### src/rtl/cchr_pkg.sv
// Shared widths, constants and types for the horizon line renderer.
// No dependencies; every other file but assert_macros.svh refers to it by scoped names.
package cchr_pkg;

  // field widths
  localparam int ANG_W      = 9;
  localparam int ROW_W      = 4;
  localparam int COL_W      = 5;
  localparam int GLYPH_W    = 8;
  localparam int SP_W       = 3;
  localparam int CFG_IDX_W  = 2;
  localparam int CFG_DATA_W = 3;

  // column sweep
  localparam int HALF_WIDTH_DEF = 8;
  localparam int CENTER_COL     = 15;
  localparam int MAX_RESULTS    = 32;
  localparam int CNT_W          = $clog2(MAX_RESULTS + 1);

  // line value h = roll*c - pitch*16 + 60; |h| < 8192 for half widths up to 15
  localparam int H_W         = 14;
  localparam int MAG_W       = 13;
  localparam int PITCH_SHIFT = 4;
  localparam int LINE_BIAS   = 60;

  // divide by 120 through a reciprocal, exact for magnitudes below 8192
  localparam int DIV_BASE    = 120;
  localparam int RECIP_SHIFT = 20;
  localparam int RECIP_MUL   = (1 << RECIP_SHIFT) / DIV_BASE + 1;
  localparam int QUO_W       = 7;
  localparam int REM_W       = 7;

  // sub-cell index = rem*16/120, exact for rem below 120
  localparam int SUB_SHIFT = 11;
  localparam int SUB_MUL   = (16 << SUB_SHIFT) / DIV_BASE + 1;
  localparam int SUB_W     = 4;
  localparam int HT_W      = 8;

  localparam int ROW_BIAS = 3;
  localparam logic [GLYPH_W-SUB_W-1:0] GLYPH_BASE = 4'hC;

  // register reset values
  localparam logic [SP_W-1:0] ROW_SPACING_RST = 3'd4;
  localparam logic            CENTER_DOT_RST  = 1'b1;

  typedef enum logic [1:0] {
    KIND_DRAW  = 2'd0,
    KIND_ERASE = 2'd1,
    KIND_NONE  = 2'd2
  } kind_t;

  typedef enum logic [CFG_IDX_W-1:0] {
    REG_ROW_SPACING = 2'd0,
    REG_CENTER_DOT  = 2'd1,
    REG_ROLL_REV    = 2'd2,
    REG_PITCH_REV   = 2'd3
  } cfg_reg_t;

  // one sweep slot: a column and whether it is the draw or erase half
  typedef struct packed {
    logic             valid;
    logic             erase;
    logic [COL_W-1:0] col;
    logic             last;
  } slot_t;

  // height in rows (two's complement) and sub-cell index
  typedef struct packed {
    logic [HT_W-1:0]  height;
    logic [SUB_W-1:0] sub;
  } ht_t;

endpackage

### src/rtl/cchr_height.sv
// Line height unit: floor-style split of a line value by 120 into rows and sixteenths.
// Two stages: reciprocal multiply registered, then remainder and sub-cell index.
// Depends on cchr_pkg.
module cchr_height (
  input  logic                               clk,
  input  logic                               adv,
  input  logic signed [cchr_pkg::H_W-1:0]    line_val,
  output cchr_pkg::ht_t                      ht
);

  localparam int PROD_W = cchr_pkg::MAG_W + $clog2(cchr_pkg::RECIP_MUL + 1);
  localparam int SPRD_W = cchr_pkg::REM_W + $clog2(cchr_pkg::SUB_MUL + 1);

  logic [cchr_pkg::H_W-1:0]   neg_val;
  logic [cchr_pkg::MAG_W-1:0] mag;
  logic [PROD_W-1:0]          prod;
  logic [cchr_pkg::QUO_W-1:0] quo;

  logic [cchr_pkg::MAG_W-1:0] mag_r;
  logic [cchr_pkg::QUO_W-1:0] quo_r;
  logic                       neg_r;

  logic [cchr_pkg::REM_W-1:0] rem;
  logic [SPRD_W-1:0]          sub_prod;
  logic [cchr_pkg::SUB_W-1:0] sub_raw;
  logic [cchr_pkg::HT_W-1:0]  quo_ext;

  // magnitude and quotient by reciprocal
  assign neg_val = -line_val;
  assign mag     = line_val[cchr_pkg::H_W-1] ? neg_val[cchr_pkg::MAG_W-1:0]
                                              : line_val[cchr_pkg::MAG_W-1:0];
  assign prod    = PROD_W'(mag) * PROD_W'(cchr_pkg::RECIP_MUL);
  assign quo     = prod[cchr_pkg::RECIP_SHIFT +: cchr_pkg::QUO_W];

  // hold quotient, magnitude and sign for the second stage
  always_ff @(posedge clk) begin
    if (adv) begin
      mag_r <= mag;
      quo_r <= quo;
      neg_r <= line_val[cchr_pkg::H_W-1];
    end
  end

  // remainder, sixteenths, then for negative values invert both (negate, then lower by one)
  assign rem      = cchr_pkg::REM_W'(mag_r - cchr_pkg::MAG_W'(quo_r)
                                           * cchr_pkg::MAG_W'(cchr_pkg::DIV_BASE));
  assign sub_prod = SPRD_W'(rem) * SPRD_W'(cchr_pkg::SUB_MUL);
  assign sub_raw  = sub_prod[cchr_pkg::SUB_SHIFT +: cchr_pkg::SUB_W];
  assign quo_ext  = cchr_pkg::HT_W'(quo_r);

  assign ht.height = neg_r ? ~quo_ext : quo_ext;
  assign ht.sub    = neg_r ? ~sub_raw : sub_raw;

endmodule

### src/rtl/cchr_sweep.sv
// Input buffer, angle state and column sweep for the horizon renderer.
// Issues two slots per column (draw, then erase) with running line values.
// Depends on cchr_pkg.
module cchr_sweep #(
  parameter int HALF_WIDTH = cchr_pkg::HALF_WIDTH_DEF
) (
  input  logic                                clk,
  input  logic                                rst_n,
  input  logic                                adv,
  input  logic                                in_valid,
  output logic                                in_stall,
  input  logic signed [cchr_pkg::ANG_W-1:0]   in_roll_deg,
  input  logic signed [cchr_pkg::ANG_W-1:0]   in_pitch_deg,
  input  logic                                roll_rev,
  input  logic                                pitch_rev,
  output logic signed [cchr_pkg::H_W-1:0]     line_new,
  output logic signed [cchr_pkg::H_W-1:0]     line_old,
  output cchr_pkg::slot_t                     slot
);

  localparam logic [cchr_pkg::COL_W-1:0] FIRST_COL =
    cchr_pkg::COL_W'(cchr_pkg::CENTER_COL - HALF_WIDTH);
  localparam logic [cchr_pkg::COL_W-1:0] LAST_COL =
    cchr_pkg::COL_W'(cchr_pkg::CENTER_COL + HALF_WIDTH - 1);
  localparam logic signed [cchr_pkg::H_W-1:0] SPAN = cchr_pkg::H_W'(HALF_WIDTH);
  localparam logic signed [cchr_pkg::ANG_W-1:0] ANG_MIN =
    cchr_pkg::ANG_W'(-(2 ** (cchr_pkg::ANG_W - 1)));
  localparam logic signed [cchr_pkg::ANG_W-1:0] ANG_MAX =
    cchr_pkg::ANG_W'(2 ** (cchr_pkg::ANG_W - 1) - 1);

  // negate when enabled, saturating the most negative angle
  function automatic logic signed [cchr_pkg::ANG_W-1:0] flip(
    input logic signed [cchr_pkg::ANG_W-1:0] a,
    input logic                              en
  );
    logic signed [cchr_pkg::ANG_W-1:0] m;
    m = -a;
    if (!en) return a;
    if (a == ANG_MIN) return ANG_MAX;
    return m;
  endfunction

  // line value at the leftmost column offset
  function automatic logic signed [cchr_pkg::H_W-1:0] line_start(
    input logic signed [cchr_pkg::ANG_W-1:0] roll,
    input logic signed [cchr_pkg::ANG_W-1:0] pitch
  );
    logic signed [cchr_pkg::H_W-1:0] r_x;
    logic signed [cchr_pkg::H_W-1:0] p_x;
    r_x = cchr_pkg::H_W'(roll);
    p_x = cchr_pkg::H_W'(pitch);
    return cchr_pkg::H_W'(cchr_pkg::LINE_BIAS) - r_x * SPAN
           - (p_x <<< cchr_pkg::PITCH_SHIFT);
  endfunction

  logic                              buf_valid_r;
  logic signed [cchr_pkg::ANG_W-1:0] buf_roll_r;
  logic signed [cchr_pkg::ANG_W-1:0] buf_pitch_r;
  logic signed [cchr_pkg::ANG_W-1:0] prev_roll_r;
  logic signed [cchr_pkg::ANG_W-1:0] prev_pitch_r;

  logic                              act_r;
  logic                              erase_r;
  logic [cchr_pkg::COL_W-1:0]        col_r;
  logic signed [cchr_pkg::H_W-1:0]   hn_r;
  logic signed [cchr_pkg::H_W-1:0]   ho_r;
  logic signed [cchr_pkg::ANG_W-1:0] rn_r;
  logic signed [cchr_pkg::ANG_W-1:0] ro_r;

  logic                              last_slot;
  logic                              take;
  logic                              accept;
  logic signed [cchr_pkg::ANG_W-1:0] roll_use;
  logic signed [cchr_pkg::ANG_W-1:0] pitch_use;

  // take the buffered item when the sweep is free or on its final slot
  assign last_slot = act_r && erase_r && (col_r == LAST_COL);
  assign take      = adv && buf_valid_r && (!act_r || last_slot);
  assign in_stall  = buf_valid_r && !take;
  assign accept    = in_valid && !in_stall;

  assign roll_use  = flip(buf_roll_r, roll_rev);
  assign pitch_use = flip(buf_pitch_r, pitch_rev);

  // control state and stored angles
  always_ff @(posedge clk) begin
    if (!rst_n) begin
      buf_valid_r  <= 1'b0;
      act_r        <= 1'b0;
      prev_roll_r  <= '0;
      prev_pitch_r <= '0;
    end else begin
      if (accept) begin
        buf_valid_r <= 1'b1;
      end else if (take) begin
        buf_valid_r <= 1'b0;
      end
      if (take) begin
        act_r        <= 1'b1;
        prev_roll_r  <= roll_use;
        prev_pitch_r <= pitch_use;
      end else if (adv && last_slot) begin
        act_r <= 1'b0;
      end
    end
  end

  // buffer the beat, then walk columns, stepping line values by the roll
  always_ff @(posedge clk) begin
    if (accept) begin
      buf_roll_r  <= in_roll_deg;
      buf_pitch_r <= in_pitch_deg;
    end
    if (take) begin
      erase_r <= 1'b0;
      col_r   <= FIRST_COL;
      hn_r    <= line_start(roll_use, pitch_use);
      ho_r    <= line_start(prev_roll_r, prev_pitch_r);
      rn_r    <= roll_use;
      ro_r    <= prev_roll_r;
    end else if (adv && act_r) begin
      erase_r <= !erase_r;
      if (erase_r) begin
        col_r <= col_r + cchr_pkg::COL_W'(1);
        hn_r  <= hn_r + cchr_pkg::H_W'(rn_r);
        ho_r  <= ho_r + cchr_pkg::H_W'(ro_r);
      end
    end
  end

  assign line_new   = hn_r;
  assign line_old   = ho_r;
  assign slot.valid = act_r;
  assign slot.erase = erase_r;
  assign slot.col   = col_r;
  assign slot.last  = last_slot;

endmodule

### src/rtl/cchr_collect.sv
// Write selection, one-deep hold for the last flag, and the output register.
// Also produces the pipeline advance enable. Depends on cchr_pkg.
module cchr_collect (
  input  logic                              clk,
  input  logic                              rst_n,
  input  cchr_pkg::slot_t                   slot,
  input  cchr_pkg::ht_t                     ht_new,
  input  cchr_pkg::ht_t                     ht_old,
  input  logic [cchr_pkg::SP_W-1:0]         row_spacing,
  input  logic                              center_dot,
  output logic                              adv,
  output logic                              out_valid,
  input  logic                              out_stall,
  output logic [1:0]                        out_write_kind,
  output logic [cchr_pkg::ROW_W-1:0]        out_cell_row,
  output logic [cchr_pkg::COL_W-1:0]        out_cell_column,
  output logic [cchr_pkg::GLYPH_W-1:0]      out_glyph_code,
  output logic                              out_last_write
);

  typedef struct packed {
    cchr_pkg::kind_t                 kind;
    logic [cchr_pkg::ROW_W-1:0]      row;
    logic [cchr_pkg::COL_W-1:0]      col;
    logic [cchr_pkg::GLYPH_W-1:0]    glyph;
  } res_t;

  localparam res_t NONE_RES = '{kind: cchr_pkg::KIND_NONE, row: '0, col: '0, glyph: '0};

  cchr_pkg::slot_t                  s1_r;
  logic                             pend_valid_r;
  logic                             pend_closed_r;
  res_t                             pend_r;
  logic [cchr_pkg::CNT_W-1:0]       cnt_r;
  logic                             out_valid_r;
  res_t                             out_r;
  logic                             out_last_r;

  logic signed [cchr_pkg::HT_W-1:0] hn;
  logic signed [cchr_pkg::HT_W-1:0] ho;
  logic signed [cchr_pkg::HT_W-1:0] sp_s;
  logic signed [cchr_pkg::HT_W-1:0] row_ht;
  logic                             centre;
  logic                             new_in;
  logic                             old_in;
  logic                             draw_ok;
  logic                             erase_ok;
  logic                             cand_take;
  logic                             item_end;
  res_t                             cand;

  logic                             out_load;
  logic                             out_last_nxt;
  logic                             pend_clear;
  res_t                             out_nxt;

  assign adv = !out_valid_r || !out_stall;

  // align the slot with the second stage of the height units
  always_ff @(posedge clk) begin
    if (!rst_n) begin
      s1_r <= '0;
    end else if (adv) begin
      s1_r <= slot;
    end
  end

  // draw and erase rules, centre-dot exception at the two middle columns
  assign hn     = $signed(ht_new.height);
  assign ho     = $signed(ht_old.height);
  assign sp_s   = $signed(cchr_pkg::HT_W'(row_spacing));
  assign centre = center_dot && (s1_r.col == cchr_pkg::COL_W'(cchr_pkg::CENTER_COL - 1) ||
                                 s1_r.col == cchr_pkg::COL_W'(cchr_pkg::CENTER_COL));
  assign new_in   = (hn >= -sp_s) && (hn <= sp_s);
  assign old_in   = (ho >= -sp_s) && (ho <= sp_s);
  assign draw_ok  = !(hn == '0 && centre) && new_in;
  assign erase_ok = !(ho == '0 && centre) && (hn != ho) && old_in;

  assign cand_take = s1_r.valid && (s1_r.erase ? erase_ok : draw_ok)
                     && (cnt_r < cchr_pkg::CNT_W'(cchr_pkg::MAX_RESULTS));
  assign item_end  = s1_r.valid && s1_r.last;

  assign row_ht     = s1_r.erase ? ho : hn;
  assign cand.kind  = s1_r.erase ? cchr_pkg::KIND_ERASE : cchr_pkg::KIND_DRAW;
  assign cand.row   = cchr_pkg::ROW_W'(cchr_pkg::ROW_W'(row_spacing)
                      + cchr_pkg::ROW_W'(cchr_pkg::ROW_BIAS) - row_ht[cchr_pkg::ROW_W-1:0]);
  assign cand.col   = s1_r.col;
  assign cand.glyph = s1_r.erase ? '0 : {cchr_pkg::GLYPH_BASE, ht_new.sub};

  // release the held write once the next one or the item end shows up; an item with no writes gives a none beat
  always_comb begin
    out_load     = 1'b0;
    out_last_nxt = 1'b0;
    pend_clear   = 1'b0;
    out_nxt      = pend_r;
    if (pend_valid_r && pend_closed_r) begin
      out_load     = 1'b1;
      out_last_nxt = 1'b1;
      pend_clear   = 1'b1;
    end else if (pend_valid_r && cand_take) begin
      out_load = 1'b1;
    end else if (item_end && pend_valid_r) begin
      out_load     = 1'b1;
      out_last_nxt = 1'b1;
      pend_clear   = 1'b1;
    end else if (item_end && !cand_take && cnt_r == '0) begin
      out_load     = 1'b1;
      out_last_nxt = 1'b1;
      out_nxt      = NONE_RES;
    end
  end

  // hold state and output valid
  always_ff @(posedge clk) begin
    if (!rst_n) begin
      pend_valid_r  <= 1'b0;
      pend_closed_r <= 1'b0;
      cnt_r         <= '0;
      out_valid_r   <= 1'b0;
    end else if (adv) begin
      if (cand_take) begin
        pend_valid_r  <= 1'b1;
        pend_closed_r <= item_end;
      end else if (pend_clear) begin
        pend_valid_r <= 1'b0;
      end
      cnt_r       <= item_end ? '0 : cnt_r + cchr_pkg::CNT_W'(cand_take);
      out_valid_r <= out_load;
    end
  end

  // held write and output beat
  always_ff @(posedge clk) begin
    if (adv && cand_take) begin
      pend_r <= cand;
    end
    if (adv && out_load) begin
      out_r      <= out_nxt;
      out_last_r <= out_last_nxt;
    end
  end

  assign out_valid       = out_valid_r;
  assign out_write_kind  = out_r.kind;
  assign out_cell_row    = out_r.row;
  assign out_cell_column = out_r.col;
  assign out_glyph_code  = out_r.glyph;
  assign out_last_write  = out_last_r;

endmodule

### src/rtl/char_cell_horizon_renderer.sv
// Top level of the character-cell artificial-horizon renderer.
// Holds the configuration registers; uses cchr_pkg, cchr_sweep, cchr_height, cchr_collect.
//
// Usage:
//   Input channel (in_valid / in_stall) takes one beat of roll and pitch in degrees.
//   Result channel (out_valid / out_stall) gives the cell writes for that beat:
//   draws of the new line and erases of cells it left, column by column, the last
//   beat of an item flagged by out_last_write. An item with no writes gives a
//   single beat of kind none.
//   Configuration (cfg_valid / cfg_ready, always ready) writes one register per
//   beat; write it only while no item is in flight.
// Flow:
//   The column sweep issues two slots per column, draw then erase, and a new item
//   enters on the last slot of the previous sweep, so items follow back to back
//   unless the result side stalls; a one-beat buffer holds the next one.
//   A beat passes the buffer, the sweep registers, the height register and the
//   output register; a write can also wait in the one-deep hold before the output.
// Reset clears the stored angles to zero and loads the register defaults.
// A stall on the result side freezes the sweep and the height pipeline; the
// output beat holds until taken.
module char_cell_horizon_renderer #(
  parameter int HALF_WIDTH = cchr_pkg::HALF_WIDTH_DEF
) (
  input  logic                                clk,
  input  logic                                rst_n,
  input  logic                                in_valid,
  output logic                                in_stall,
  input  logic signed [cchr_pkg::ANG_W-1:0]   in_roll_deg,
  input  logic signed [cchr_pkg::ANG_W-1:0]   in_pitch_deg,
  output logic                                out_valid,
  input  logic                                out_stall,
  output logic [1:0]                          out_write_kind,
  output logic [cchr_pkg::ROW_W-1:0]          out_cell_row,
  output logic [cchr_pkg::COL_W-1:0]          out_cell_column,
  output logic [cchr_pkg::GLYPH_W-1:0]        out_glyph_code,
  output logic                                out_last_write,
  input  logic                                cfg_valid,
  output logic                                cfg_ready,
  input  logic [cchr_pkg::CFG_IDX_W-1:0]      cfg_index,
  input  logic [cchr_pkg::CFG_DATA_W-1:0]     cfg_wdata
);

  logic [cchr_pkg::SP_W-1:0]       row_spacing_r;
  logic                            center_dot_r;
  logic                            roll_rev_r;
  logic                            pitch_rev_r;

  logic                            adv;
  logic signed [cchr_pkg::H_W-1:0] line_new;
  logic signed [cchr_pkg::H_W-1:0] line_old;
  cchr_pkg::slot_t                 slot;
  cchr_pkg::ht_t                   ht_new;
  cchr_pkg::ht_t                   ht_old;

  assign cfg_ready = 1'b1;

  // configuration registers
  always_ff @(posedge clk) begin
    if (!rst_n) begin
      row_spacing_r <= cchr_pkg::ROW_SPACING_RST;
      center_dot_r  <= cchr_pkg::CENTER_DOT_RST;
      roll_rev_r    <= 1'b0;
      pitch_rev_r   <= 1'b0;
    end else if (cfg_valid && cfg_ready) begin
      case (cchr_pkg::cfg_reg_t'(cfg_index))
        cchr_pkg::REG_ROW_SPACING: row_spacing_r <= cfg_wdata[cchr_pkg::SP_W-1:0];
        cchr_pkg::REG_CENTER_DOT:  center_dot_r  <= cfg_wdata[0];
        cchr_pkg::REG_ROLL_REV:    roll_rev_r    <= cfg_wdata[0];
        cchr_pkg::REG_PITCH_REV:   pitch_rev_r   <= cfg_wdata[0];
        default: ;
      endcase
    end
  end

  cchr_sweep #(
    .HALF_WIDTH (HALF_WIDTH)
  ) u_sweep (
    .clk          (clk),
    .rst_n        (rst_n),
    .adv          (adv),
    .in_valid     (in_valid),
    .in_stall     (in_stall),
    .in_roll_deg  (in_roll_deg),
    .in_pitch_deg (in_pitch_deg),
    .roll_rev     (roll_rev_r),
    .pitch_rev    (pitch_rev_r),
    .line_new     (line_new),
    .line_old     (line_old),
    .slot         (slot)
  );

  cchr_height u_ht_new (
    .clk      (clk),
    .adv      (adv),
    .line_val (line_new),
    .ht       (ht_new)
  );

  cchr_height u_ht_old (
    .clk      (clk),
    .adv      (adv),
    .line_val (line_old),
    .ht       (ht_old)
  );

  cchr_collect u_collect (
    .clk             (clk),
    .rst_n           (rst_n),
    .slot            (slot),
    .ht_new          (ht_new),
    .ht_old          (ht_old),
    .row_spacing     (row_spacing_r),
    .center_dot      (center_dot_r),
    .adv             (adv),
    .out_valid       (out_valid),
    .out_stall       (out_stall),
    .out_write_kind  (out_write_kind),
    .out_cell_row    (out_cell_row),
    .out_cell_column (out_cell_column),
    .out_glyph_code  (out_glyph_code),
    .out_last_write  (out_last_write)
  );

endmodule

### config.mk
export PLATFORM = sky130hd
export DESIGN_NAME = char_cell_horizon_renderer
export DESIGN_NICKNAME = d
export VERILOG_FILES = /design/src/rtl/cchr_pkg.sv /design/src/rtl/cchr_height.sv /design/src/rtl/cchr_sweep.sv /design/src/rtl/cchr_collect.sv /design/src/rtl/char_cell_horizon_renderer.sv
export SDC_FILE = /design/constraint.sdc
export NUM_CORES = 1
export LEC_CHECK = 0
export BUFFER_PORTS_ARGS = -buffer_cell sky130_fd_sc_hd__buf_2
export CORE_UTILIZATION = 60
export CTS_BUF_LIST = sky130_fd_sc_hd__clkbuf_16
export CTS_CLUSTER_SIZE = 28
export DETAILED_ROUTE_END_ITERATION = 8
export PLACE_DENSITY = 0.74
export SLEW_MARGIN = 40
export SYNTH_ARGS = -nofsm -noshare
export SYNTH_HDL_FRONTEND = slang
export SYNTH_SLANG_ARGS = --single-unit
### constraint.sdc
create_clock -name clk -period 11.3 [get_ports clk]
set_input_delay 3.39 -clock clk [delete_from_list [all_inputs] [get_ports clk]]
set_output_delay 3.39 -clock clk [all_outputs]
set_load 0.01 [all_outputs]
# After elaboration in Yosys (flattened, before gate mapping)

Index checks and enable logic that the tools add are counted.

Add/sub/neg operators: 16
Multipliers: 4
Magnitude comparators: 5
Equal/unequal tests: 9
Muxes and demuxes: 46
Bitwise logic cells: 3
Reduce and logical (&&, ||, !) cells: 55

Operators by type and width:

| operator               | count |
|---|---|
| $mux 14                | 6 |
| $mux 19                | 4 |
| $mux 9                 | 8 |
| $mul 13x14->27 const B | 2 |
| $add 14x9->14          | 2 |
| $sub 13x13->14         | 2 |
| $logic_and 1x1->1      | 26 |
| $mux 13                | 2 |
| $neg 13->13            | 2 |
| $sub 7x12->13 const A  | 2 |
| $mux 8                 | 3 |
| $mux 1                 | 20 |
| $eq 9x9->1 const B     | 2 |
| $neg 9->9              | 2 |
| $ge 8x8->1             | 2 |
| $le 8x4->1             | 2 |
| $logic_not 8->1        | 2 |
| $not 7->8              | 2 |
| $reduce_and 2->1       | 8 |
| $mul 7x8->14 const B   | 1 |
| $eq 5x4->1 const B     | 2 |
| $reduce_bool 2->1      | 5 |
| $logic_not 1->1        | 9 |
| $mux 4                 | 2 |
| 17 further kinds       | 20 |

Register bits after elaboration: 175
Word-level logic and storage cells: 177

# Logic depth before layout (Yosys ltp)

Depth in word-level cells: 18
Depth in mapped cells: 24
Depth with buffers taken out: 24

# Cells and area by module

From an unflattened synthesis, not the netlist that was laid out.

Cell total of the unflattened synthesis: 1476
Area, all modules: 14948.1 um^2

Modules (own cells, without submodules):

| module                     | times used | cells an instance | area each (um^2) | sequential area each (um^2) |
|---|---|---|---|---|
| cchr_sweep                 | 1          | 566               | 5660.4           | 2442.3 |
| cchr_height (u_ht_new)     | 1          | 313               | 3158.0           | 450.4 |
| cchr_height (u_ht_old)     | 1          | 316               | 3140.5           | 450.4 |
| cchr_collect               | 1          | 252               | 2707.6           | 1301.2 |
| char_cell_horizon_renderer | 1          | 29                | 281.5            | 120.1 |

# Worst setup path before layout

No wires, ideal clock.

Path type: input-to-output
Start: input port out_stall
End: output port in_stall
Arrival: 4.593 ns
Setup slack: 3.317 ns
Stages on the path: 7
Buffers on the path: 2
Cell sequence: and2_1 -> clkbuf_1 -> clkinv_1 -> nand2_1 -> a21o_1 -> clkbuf_1 -> and2_1

Longest elaborated chain between the ends: 6

RTL lines:

| item                           | line                             | RTL |
|---|---|---|
| from (decl)                    | char_cell_horizon_renderer.sv:31 | `input logic out_stall,` |
| $logic_not 1->1                | cchr_collect.sv:57               | `assign adv = !out_valid_r \|\| !out_stall;` |
| $logic_or 1x1->1               | cchr_collect.sv:57               |  |
| $logic_and 1x1->1 (2 in a row) | cchr_sweep.sv:78                 | `assign take = adv && buf_valid_r && (!act_r \|\| last_slot);` |
| $logic_not 1->1                | cchr_sweep.sv:79                 | `assign in_stall = buf_valid_r && !take;` |
| $logic_and 1x1->1              | cchr_sweep.sv:79                 |  |
| to (decl)                      | char_cell_horizon_renderer.sv:27 | `output logic in_stall,` |

Every way passes these cells.

# Worst setup path in the final report

Same ends and word-level chain as after synthesis.

==> out/results.ini <==
[route]
drt_iter0_markers = 445
detail-route-antenna-nets = 0
wl_per_cell_um = 14.9
firstDrtPassIters = 5
drc = 0
routed-via-count = 9667
viasPerCell = 5.63
finalWirelength_um = 25700

[clock_network]
cts_tree = done
cts_buffers = 17
h-tree-depth = 4
cts_sinks = 168
cts_hold_buf = 0
ctsResizeCount = 0
clkLatencyLatePin_ns = 0.43
root_buffer = clkbuf_16
cts_max_path_buffers = 2
post_cts_buffers = 0
path_clk_slew_ns = 0.06

[global_routing]
overflow = 0
grt_usage = 0.228
grt_pass1_vias = 9527
antenna_found_initial = 0
grt_pass1_wl_um = 43400
grt_max_degree = 50

[final_layout]
drive_above_1_share = 0.0754
multi_input_area_mm2 = 0.00858
num-fill-cells = 1746
seqCellArea_mm2 = 0.00455
final_nets = 1754
area_growth_pct = 8.11
antennaDiodeCount = 0

[critical_path]
r2r-end = u_ht_new.quo_r[4]$_DFFE_PN_
worstReg2RegStart = u_sweep.line_new[3]$_DFFE_PP_
ff2ff_path_depth = 21
worstPathRequired_ns = 7.91
slowest_stage = and2_1
cp.depth = 8
start_kind = input pin
worstPathArrival_ns = 5.16
r2r_slack_ns = 5.12
critical_path_class = input pin to output port
max_stage_delay_ns = 0.49
path_buf_inv = 4
worstPathMaxFanout = 47
path_delay_family = simple AND/OR/NAND/NOR gates
path_cells = buf_2 -> and2_1 -> clkinv_1 -> nand2_1 -> a21o_1 -> buf_4 -> and2_1 -> buf_2
cp-end-kind = output port

[die]
die_area_mm2 = 0.0238
die_h_um = 154
core-area_mm2 = 0.0226
io_pins = 51
start_util = 0.613
fp-row-count = 55
die_w_um = 154

[min_path]
hold_start = u_sweep.prev_roll_r[3]$_SDFFE_PN0P_
hold_class = flop to flop
whs_endpoint = u_sweep.ro_r[3]$_DFFE_PP_
whs_path_depth = 0

[logic_synthesis]
synth_cell_types = 77
synth_seq_cells = 168
synthCells = 1375
yosysMostFrequentCell = ha_1
synth_edf_count = 119
netlist_area_mm2 = 0.0139
async_flop_share = 0
synth_top_area_share = 0.257
synth_flop_cell = edfxtp_1
synth.avg_cell_area_um2 = 10.1
ys_seq_area_frac = 0.328
netlist_top_cells_area = edfxtp_1 (26%), ha_1 (24%), dfxtp_1 (7.1%)
yosysWarnings = 0
yosys.area.top_type = edfxtp_1
yosys-top-cells-count = ha_1 (264), inv_1 (169), edfxtp_1 (119)

[timing]
period_needed_ns = 8.55
rsz0062_at_grt = false
timing_worst_slew_pin_value_ns = 0.764
skew_ns = 0.0166
final_hold_viol_count = 0
setup_tns_ns = 0
setup_viol = 0
fmax_ghz = 0.117
fin_crit_sh = 0.756
drv_slew = 0
max_slew_margin = 0.491

[run]
max-cap-violations = 0

[place]
hpwl_um = 20200
gp_congestion = 0.850
portBuffers = 47

[run_status]
status = finished clean

## area by class of cell
| type | count | area share |
|---|---|---|
| inverter | 171 | 0.0428 |
| clock buffer | 18 | 0.0300 |
| sequential | 168 | 0.303 |
| tap | 285 | 0.0238 |
| clock inverter | 14 | 0.00875 |
| multi-input combinational | 1006 | 0.572 |
| timing repair buffer | 55 | 0.0197 |
## state kept, by name (all words and copies together) (netlist names), 5 cells and up
register / cells
u_collect.pend_r: 15
u_sweep.line_new: 14
u_sweep.line_old: 14
u_sweep.buf_pitch_r: 9
u_sweep.buf_roll_r: 9
u_sweep.prev_pitch_r: 9
u_sweep.prev_roll_r: 9
u_sweep.rn_r: 9
u_sweep.ro_r: 9
u_ht_new.mag_r: 7
u_ht_new.quo_r: 7
u_ht_old.quo_r: 7
u_collect.cnt_r: 6
u_collect.cand: 5
u_collect.out_cell_column: 5
u_collect.out_glyph_code: 5
u_sweep.col_r: 5
## worst max-delay path by stage
stage / start / to / slack, ns
2_1_floorplan: out_stall / in_stall / 3.32
3_3_place_gp: out_stall / in_stall / 2.79
3_5_place_dp: out_stall / in_stall / 2.75
4_1_cts: out_stall / in_stall / 2.75
5_1_grt: out_stall / in_stall / 2.55
6_report: out_stall / in_stall / 2.75
## per-layer routing
metal  global-route usage  vias to the layer above  routed length [µm]
met3               0.0369                       40                 866
met5                    0                        -                   0
met1                0.280                     4562               11700
li1                     -                     4910                   -
met4               0.0695                        0                 453
met2                0.410                      155               12600
## cells in the final DEF (no fill, tap or decap), types with 10 or more instances in the layout
cell type	instances
xor2_1	48
o21a_1	11
xnor2_1	70
nor2_1	79
nand2_1	94
a211oi_1	15
nor3_1	20
a21o_1	23
clkbuf_16	18
dfxtp_1	49
edfxtp_1	119
nand2b_1	15
o31ai_1	12
nor2b_1	33
o21ai_0	39
a21oi_1	71
or3_1	16
inv_1	169
ha_1	264
mux2i_1	10
nand3_1	22
fa_1	43
buf_2	47
## per-stage QoR
stage | setup WS [ns] | instance area [µm²] | cells | util | hold WS [ns]
final | 2.75 | 15000 | 1717 | 0.663 | 0.439
after global routing | 2.55 | 15000 | 1717 | 0.663 | 0.452
after CTS | 2.75 | 15000 | 1717 | 0.663 | 0.435
after detailed placement | 2.75 | 14400 | 1685 | 0.637 | 0.419
after global placement | 2.79 | 14400 | 1685 | 0.636 | 0.420
after floorplan | 3.32 | 13900 | 1376 | - | 0.403
## worst register-to-register path: stages (launching register included)
cell and delay (ns):
edfxtp_1 0.47, or3_1 0.41, or3_1 0.36, nor2_1 0.12, nand2_1 0.08, o31ai_1 0.24
xnor2_1 0.28, inv_1 0.10, ha_1 0.33, fa_1 0.50, fa_1 0.52, fa_1 0.56
inv_1 0.05, ha_1 0.31, a21o_1 0.19, a21o_1 0.18, a2111oi_0 0.40, o211a_1 0.32
o31ai_4 0.11, a21oi_1 0.22, nand2b_1 0.15, xnor2_1 0.06
## logic make-up after synthesis
kind of cell | share of synthesized area
mux | 0.00910
compound gates | 0.114
xor+xnor | 0.0763
simple gates | 0.116
flops | 0.328
buf+inv | 0.0567
fa+ha+maj | 0.300
other cells | 0.000541
Power is left out: the tool's default activity adds up to more than one toggle a clock period on the data nets, which glitch-free logic cannot reach.
